===== src/sv/zrpsd_pkg.sv =====
// ----------------------------------------------------------------------------
// Zero-run palette sprite decoder package
// Shared constants, function and register codes, and the run word type.
// ----------------------------------------------------------------------------
package zrpsd_pkg;

    // Default sizes
    localparam int unsigned PALETTE_ENTRIES_DEF = 256;
    localparam int unsigned QUEUE_DEPTH_DEF     = 4;

    // Input function codes
    localparam logic [1:0] FUNC_PALETTE = 2'd0;
    localparam logic [1:0] FUNC_FRAME   = 2'd1;
    localparam logic [1:0] FUNC_DATA    = 2'd2;

    // Configuration register indexes
    localparam logic CFG_RLE_ENABLE    = 1'b0;
    localparam logic CFG_PALETTE_VALID = 1'b1;

    // Alpha values
    localparam logic [7:0] ALPHA_OPAQUE = 8'hFF;
    localparam logic [7:0] ALPHA_CLEAR  = 8'h00;

    // One emitted pixel run
    typedef struct packed {
        logic [7:0]  red;
        logic [7:0]  green;
        logic [7:0]  blue;
        logic [7:0]  alpha;
        logic [31:0] run_pixels;
        logic        frame_end;
    } t_run;

endpackage


===== src/sv/zrpsd_run_fifo.sv =====
// ----------------------------------------------------------------------------
// Run word queue
// Small output queue that takes up to two run words per cycle and hands out
// one word per cycle over a valid/ready channel.
// ----------------------------------------------------------------------------
module zrpsd_run_fifo #(
    parameter int unsigned DEPTH = zrpsd_pkg::QUEUE_DEPTH_DEF
) (
    input  logic                       i_clk,
    input  logic                       i_rst_n,
    input  logic [1:0]                 i_push_count,
    input  zrpsd_pkg::t_run            i_word0,
    input  zrpsd_pkg::t_run            i_word1,
    output logic [$clog2(DEPTH+1)-1:0] o_free,
    output logic                       o_valid,
    input  logic                       i_ready,
    output zrpsd_pkg::t_run            o_word
);

    localparam int unsigned PW = $clog2(DEPTH);
    localparam int unsigned CW = $clog2(DEPTH + 1);

    zrpsd_pkg::t_run r_slots [DEPTH];
    logic [PW-1:0]   r_head;
    logic [PW-1:0]   r_tail;
    logic [CW-1:0]   r_count;
    logic [PW-1:0]   n_head;
    logic [PW-1:0]   n_tail;
    logic [CW-1:0]   n_count;
    logic [PW-1:0]   tail_next;
    logic            pop;

    // Step to the slot after the tail, wrapping after the last slot
    assign tail_next = (r_tail == PW'(DEPTH - 1)) ? '0 : r_tail + PW'(1);

    assign pop     = o_valid && i_ready;
    assign o_valid = (r_count != '0);
    assign o_word  = r_slots[r_head];
    assign o_free  = CW'(DEPTH) - r_count;

    // Advance pointers and count
    always_comb begin
        n_head  = r_head;
        n_tail  = r_tail;
        n_count = r_count + CW'(i_push_count) - CW'(pop);
        if (pop) begin
            n_head = (r_head == PW'(DEPTH - 1)) ? '0 : r_head + PW'(1);
        end
        case (i_push_count)
            2'd1:    n_tail = tail_next;
            2'd2:    n_tail = (tail_next == PW'(DEPTH - 1)) ? '0 : tail_next + PW'(1);
            default: n_tail = r_tail;
        endcase
    end

    always_ff @(posedge i_clk) begin
        if (!i_rst_n) begin
            r_head  <= '0;
            r_tail  <= '0;
            r_count <= '0;
        end else begin
            r_head  <= n_head;
            r_tail  <= n_tail;
            r_count <= n_count;
        end
    end

    // Store pushed words
    always_ff @(posedge i_clk) begin
        if (i_push_count != 2'd0) begin
            r_slots[r_tail] <= i_word0;
        end
        if (i_push_count == 2'd2) begin
            r_slots[tail_next] <= i_word1;
        end
    end

endmodule


===== config.mk =====
export PLATFORM = sky130hd
export DESIGN_NAME = zrpsd_run_fifo
export DESIGN_NICKNAME = d
export VERILOG_FILES = /design/src/sv/zrpsd_pkg.sv /design/src/sv/zrpsd_run_fifo.sv
export SDC_FILE = /design/constraint.sdc
export NUM_CORES = 1
export LEC_CHECK = 0
export BUFFER_PORTS_ARGS = -buffer_cell sky130_fd_sc_hd__buf_2
export CAP_MARGIN = 15
export CORE_ASPECT_RATIO = 1.5
export CORE_UTILIZATION = 36
export DETAILED_ROUTE_END_ITERATION = 8
export GPL_TIMING_DRIVEN = 0
export PLACE_DENSITY = 0.56
export SLEW_MARGIN = 20
export SYNTH_ARGS = -nofsm -noshare
export SYNTH_HDL_FRONTEND = slang
export SYNTH_SLANG_ARGS = --single-unit

===== constraint.sdc =====
create_clock -name i_clk -period 15 [get_ports i_clk]
set_input_delay 2.25 -clock i_clk [delete_from_list [all_inputs] [get_ports i_clk]]
set_output_delay 2.25 -clock i_clk [all_outputs]
set_load 0.05 [all_outputs]

==> results.toml, run 1 <==
[synth]
ys_types = 21
synth_nets = 847
ys.flop_type = "edfxtp_1"
synth-edff-count = 260
ys_seq_area_share_pct = 60.6
ys_warn_count = 0
yosys-top-cells-count = "edfxtp_1 (260), mux2_2 (260), mux4_2 (65)"
syn_area_per_cell_sq_um = 18.9
synthTopCellsByArea = "edfxtp_1 (59%), mux2_2 (22%), mux4_2 (11%)"
synth_top_area_cell = "edfxtp_1"
yosysTopAreaCellShare_pct = 59.3
ys_async_sr_fraction_pct = 0
syn_area_sq_um = 13200
synthCells = 697
synth-seq-cells = 269

[run]
drv_cap = 0

[floorplan]
die_w_um = 158
dieHeight_um = 236
design.core.area_sq_um = 35900
initial_core_util_pct = 36.7
io_pins = 204
rows = 85
dieArea_sq_um = 37400

[status]
status = "complete, no violations"

[placed_design]
dp_hpwl_um = 21800
gp_congestion = 0.715
io_buffers = 203

[worst_setup_path]
reg2reg_slack_ns = 12.57
cp_num_buf_inv = 3
crit_chain = "buf_4 -> buf_6 -> mux4_2 -> buf_2"
crit_required_ns = 12.75
crit_path_start_kind = "flip-flop"
crit_path_max_incr_delay_ns = 0.55
cp_slowest_cell = "mux4_2"
crit_arrival_ns = 2.18
endpoint_kind = "primary output"
worst-setup-path-type = "flip-flop to primary output"
crit_fanout = 10
crit_family = "buffers and inverters"

[drt]
routed_wl_um = 31900
drtAntennaViolNets = 0
drt_iter0_markers = 294
via_per_inst = 4.98
remaining_drc_errors = 0
post_drt_wl_per_cell_um = 21.9
vias = 7249
drt_pass1_iterations = 4

[sta]
slew-limit-headroom_pct = 53.1
skew_ns = 0.00815
tns_ns = 0
drv_slew = 0
fin_crit_sh_pct = 29.5
rsz0062_at_grt = "false"
fmax_mhz = 226
tightestPinTransition_ns = 0.704
finalCriticalPeriod_ns = 4.43
hold_viol = 0
finalSetupViolCount = 0

[cts]
postCtsResizedCells = 0
cts_sinks = 269
root_buffer = "clkbuf_16"
clkLatencyLatePin_ns = 0.55
cts_made_buffers = 28
clk_pin_slew_ns = 0.06
cts_tree = "done"
ctsHoldBuffers = 0
max-clock-path-buffers = 3
postCtsSetupRepairBufs = 0
h-tree-depth = 1

[finish]
area_delta_synth_final_pct = 23.2
final_nets = 1099
drive_gt1_share_pct = 65.1
final_util_pct = 45.2

[power_and_ir_drop]
total_power_mw = 2.41
peakVddDrop_mv = 0.138
p_leak_nw = 5.87
p_per_area_nw_per_um2 = 149

[global_route]
grt_use_total_pct = 17.4
grt-ovfl-total = 0
grt_max_degree = 20
grt_pass1_vias = 8003
antenna_found_initial = 10
grt_pass1_wl_um = 48300

[hold_path]
hp-class = "flip-flop to flip-flop"
==> metrics by stage <==
step                area (sq um)  worst slack [ns]  cells  hold slack (ns)
floorplan                  13200              7.33    697            0.507
global placement           14800              2.09   1378            0.536
detailed placement         15300             10.56   1397            0.549
CTS                        16200             10.50   1449            0.568
global route               16200             10.45   1456            0.606
finish                     16200             10.57   1456            0.560
==> state kept, by name (all words and copies together) (netlist names), named ones only <==
| signal | flops |
|---|---|
| r_tail | 2 |
| r_count | 3 |
| r_slots | 260 |
| r_head | 2 |
==> layout make-up <==
type	instances	area [sq um]
clock inverter	12	104
tap	478	598
clock buffer	40	797
timing repair buffer	222	1500
multi-input combinational	370	4820
sequential	269	7990
antenna	7	17.5
fill	3294	19700
inverter	15	56.3
buffer	43	360
==> path summary, 6_finish.rpt <==
check | cells past startpoint | endpoint | from
max reg2reg | 9 | r_slots[1][24]$_DFFE_PP_ | r_tail[0]$_SDFFE_PN0P_
max | 4 | o_word[27] | flip-flop
min | 2 | r_head[1]$_SDFFE_PN0P_ | r_head[1]$_SDFFE_PN0P_
min reg2reg | 2 | r_head[1]$_SDFFE_PN0P_ | r_head[1]$_SDFFE_PN0P_
==> worst register-to-register path, cell delays in order (launching register included) <==
cell	delay, ns
dfxtp_1	0.45
inv_1	0.14
ha_1	0.22
nand2_1	0.12
buf_4	0.27
buf_6	0.23
o21ai_4	0.19
buf_8	0.23
buf_16	0.16
buf_16	0.16
==> per-layer routing <==
metal | wire (um) | vias to the layer above | track usage [%]
met5 | 34 | - | 0
met3 | 1290 | 31 | 2.68
li1 | - | 3334 | -
met1 | 12800 | 3723 | 20.5
met2 | 17400 | 155 | 32.0
met4 | 439 | 6 | 5.33
==> power by group <==
part	switching, mW	total [mW]	internal (mW)
clock network	0.289	0.691	0.402
registers	0.0196	0.943	0.924
logic	0.496	0.777	0.281
==> cells in the final DEF (no fill, tap or decap), drive strengths merged, types with 3 or more instances in the layout <==
master	Yosys	layout
edfxtp	260	260
clkbuf	1	41
o21ai	5	5
ha	14	14
mux4	65	65
and2	3	3
dfxtp	9	9
nor2b	5	5
clkinv	0	10
inv	15	15
mux2	260	260
buf	42	264
nand2	5	5
xnor2	4	4
diode	0	7
==> logic make-up (layout without fill, tap and decap cells) <==
| group | after synthesis | count (layout) | synth area share [%] |
|---|---|---|---|
| AND/OR/NAND/NOR | 16 | 16 | 0.636 |
| other | 0 | 7 | 0 |
| multiplexers | 327 | 327 | 33.5 |
| AO/OA/AOI/OAI | 8 | 8 | 0.342 |
| XOR/XNOR | 4 | 4 | 0.266 |
| adder cells (fa/ha/maj) | 15 | 15 | 1.48 |
| buffers and inverters | 58 | 332 | 3.16 |
| flip-flops | 269 | 269 | 60.6 |
(Power assumes the default switching activity.)
==> run 2, diff against run 1 <==
ABC_AREA = 1   (was unset)
PLACE_DENSITY = 0.58   (was 0.56)
clock period = 3.6 ns   (was 15 ns; I/O delays follow)
==> results.toml, run 2 <==
[global_route]
grt_pass1_vias = 10900
grt_use_total_pct = 22.6
grt-ovfl-total = 0
grt_max_degree = 20
grt_pass1_wl_um = 62700
antenna_found_initial = 1

[sta]
finalCriticalPeriod_ns = 3.09
finalSetupViolCount = 0
fin_crit_sh_pct = 85.7
hold_viol = 0
fmax_mhz = 324
slew-limit-headroom_pct = 44.7
tightestPinTransition_ns = 0.827
rsz0062_at_grt = "false"
drv_slew = 0
skew_ns = 0.0212

[cts]
h-tree-depth = 1
postCtsSetupRepairBufs = 0
cts_sinks = 269
cts_tree = "done"
cts_made_buffers = 26
clk_pin_slew_ns = 0.07
max-clock-path-buffers = 3
root_buffer = "clkbuf_16"
ctsHoldBuffers = 0
postCtsResizedCells = 0
clkLatencyLatePin_ns = 0.55

[finish]
top_regs = "r_slots (260), r_count (3)"
top_register = "r_slots"
drive_gt1_share_pct = 20.1
final_cell_mix = "o21ai_0 (328), nand2_1 (274), edfxtp_1 (260)"
final_nets = 1751
area_delta_synth_final_pct = 22.5
nFillCells = 3527
layout_commonest_cell = "o21ai_0"
finalNonFillerCells = 2100
largest_reg_flops = 260

[floorplan]
dieHeight_um = 236
io_pins = 204
initial_core_util_pct = 36.7
die_w_um = 158
design.core.area_sq_um = 35900
rows = 85
dieArea_sq_um = 37400

[synth]
synth-edff-count = 260
ys_async_sr_fraction_pct = 0
synth_nets = 1504
ys_types = 22
yosysMostFrequentCell = "o21ai_0"
syn_area_sq_um = 13200
ys.flop_type = "edfxtp_1"
synthTopCellsByArea = "edfxtp_1 (59%), o21ai_0 (13%), nand2_1 (7.8%)"
synth_top_area_cell = "edfxtp_1"
synth-seq-cells = 269
ys_warn_count = 0
synthCells = 1354
ys_seq_area_share_pct = 60.5
yosys-top-cells-count = "o21ai_0 (332), nand2_1 (274), edfxtp_1 (260)"
yosysTopAreaCellShare_pct = 59.2
syn_area_per_cell_sq_um = 9.74

[placed_design]
gp_congestion = 0.802
io_buffers = 203
dp.cells = 2051
dp_hpwl_um = 29000

[worst_setup_path]
worst-setup-path-type = "flip-flop to primary output"
crit_chain = "inv_1 -> buf_2 -> clkbuf_1 -> o21ai_0 -> o22ai_1 -> buf_2"
crit_path_start_kind = "flip-flop"
endpoint_kind = "primary output"
crit_required_ns = 3.06
cp_common_cell = "buf_2"
crit_fanout = 10
crit_path_max_incr_delay_ns = 0.46
crit_arrival_ns = 2.55
cp_slowest_cell = "clkbuf_1"

[drt]
via_per_inst = 5.19
drt_iter0_markers = 663
routed_wl_um = 42300
remaining_drc_errors = 0
drtAntennaViolNets = 0
drt_pass1_iterations = 5
post_drt_wl_per_cell_um = 20.1
vias = 10900

[power_and_ir_drop]
peakVddDrop_mv = 0.447
total_power_mw = 11.1
power.share.sequential_pct = 35.7
p_leak_nw = 6.76
p_sw_mw = 4.46
p_per_area_nw_per_um2 = 684
power.internal_mw = 6.60
p_sw_share_pct = 40.3
power_frac_comb_pct = 37.9
p_clk_share_pct = 26.4

[run]
drv_cap = 0

[hold_path]
hp-class = "input pin to flip-flop"

[status]
status = "complete, no violations"
## run 2: cell types whose count changed in the layout (fill, tap and decap cells not counted), sizes merged, moves of 4 or more
cell,previous run,this run
o22ai,0,65
o21ai,5,397
xnor2,4,0
nor2,2,140
clkbuf,41,68
diode,7,2
mux4,65,0
nand2,5,278
inv,15,86
mux2,260,0
buf,264,279
nor2b,5,0
## run 2: power groups by stage
stage	clock, mW	combinational [mW]	sequential, mW
after floorplan	0	2.84	4.02
after global placement	0	4.02	4.08
after detailed placement	0	4.22	4.01
after CTS	2.94	4.23	3.94
after global routing	3.04	4.49	3.97
final	2.92	4.19	3.94
## run 2: worst paths after layout
check / startpoint / depth (start not counted) / slack [ns] / endpoint
worst min register to register: r_head[1]$_SDFFE_PN0P_ / 2 / 0.51 / flip-flop
worst max-delay path: flip-flop / 6 / 0.51 / o_word[26]
worst max register to register: r_tail[0]$_SDFFE_PN0P_ / 8 / 1.09 / r_slots[3][34]$_DFFE_PP_
worst min-delay path: i_rst_n / 3 / 0.29 / r_count[1]$_SDFF_PN0_
## run 2: stage by stage
stage / util, % / hold slack [ns] / instance area (sq um) / setup slack (ns) / TNS [ns]
2_1_floorplan: - / 0.470 / 13200 / -0.620 / -161.31
6_report: 45.0 / 0.286 / 16200 / 0.513 / 0
3_3_place_gp: 41.2 / 0.491 / 14800 / -3.56 / -877.48
4_1_cts: 44.9 / 0.276 / 16200 / 0.476 / 0
5_1_grt: 44.9 / 0.291 / 16200 / 0.386 / 0
3_5_place_dp: 42.5 / 0.510 / 15300 / 0.782 / 0
## run 2: cell families after synthesis
logic type	count (synthesis)	synth area share (%)
XOR/XNOR	1	0.0664
AO/OA/AOI/OAI	465	18.3
buffers and inverters	185	7.61
AND/OR/NAND/NOR	419	12.0
flip-flops	269	60.5
adder cells (fa/ha/maj)	15	1.48
## run 2: final cells by class
class / count / area (sq um) / share of cell area (%)
clock buffers: 29 / 683 / 4.23
clock inverters: 18 / 205 / 1.27
inverters: 86 / 325 / 2.01
repair buffers: 219 / 1430 / 8.86
plain buffers: 99 / 678 / 4.20
multi-input cells: 900 / 4250 / 26.3
flip-flops and latches: 269 / 7990 / 49.4
diodes: 2 / 5.00 / 0.0310
well taps: 478 / 598 / 3.70
## run 2: worst max-delay path: cells and delay by family, from the launching register on
family / cells / cell delay, ns
buf+inv: 4 / 1.15
compound gates: 2 / 0.52
flops: 1 / 0.32
## run 2: layer usage
metal  routed length, um  share of wire, %  vias up  GRT usage [%]
met2               22400                53      389           41.5
li1                    -                 -     5215              -
met3                1920               4.5       92           1.96
met1               16300                39     5195           26.2
met4                1590               3.8        0           9.82
met5                   0                 0        -              0
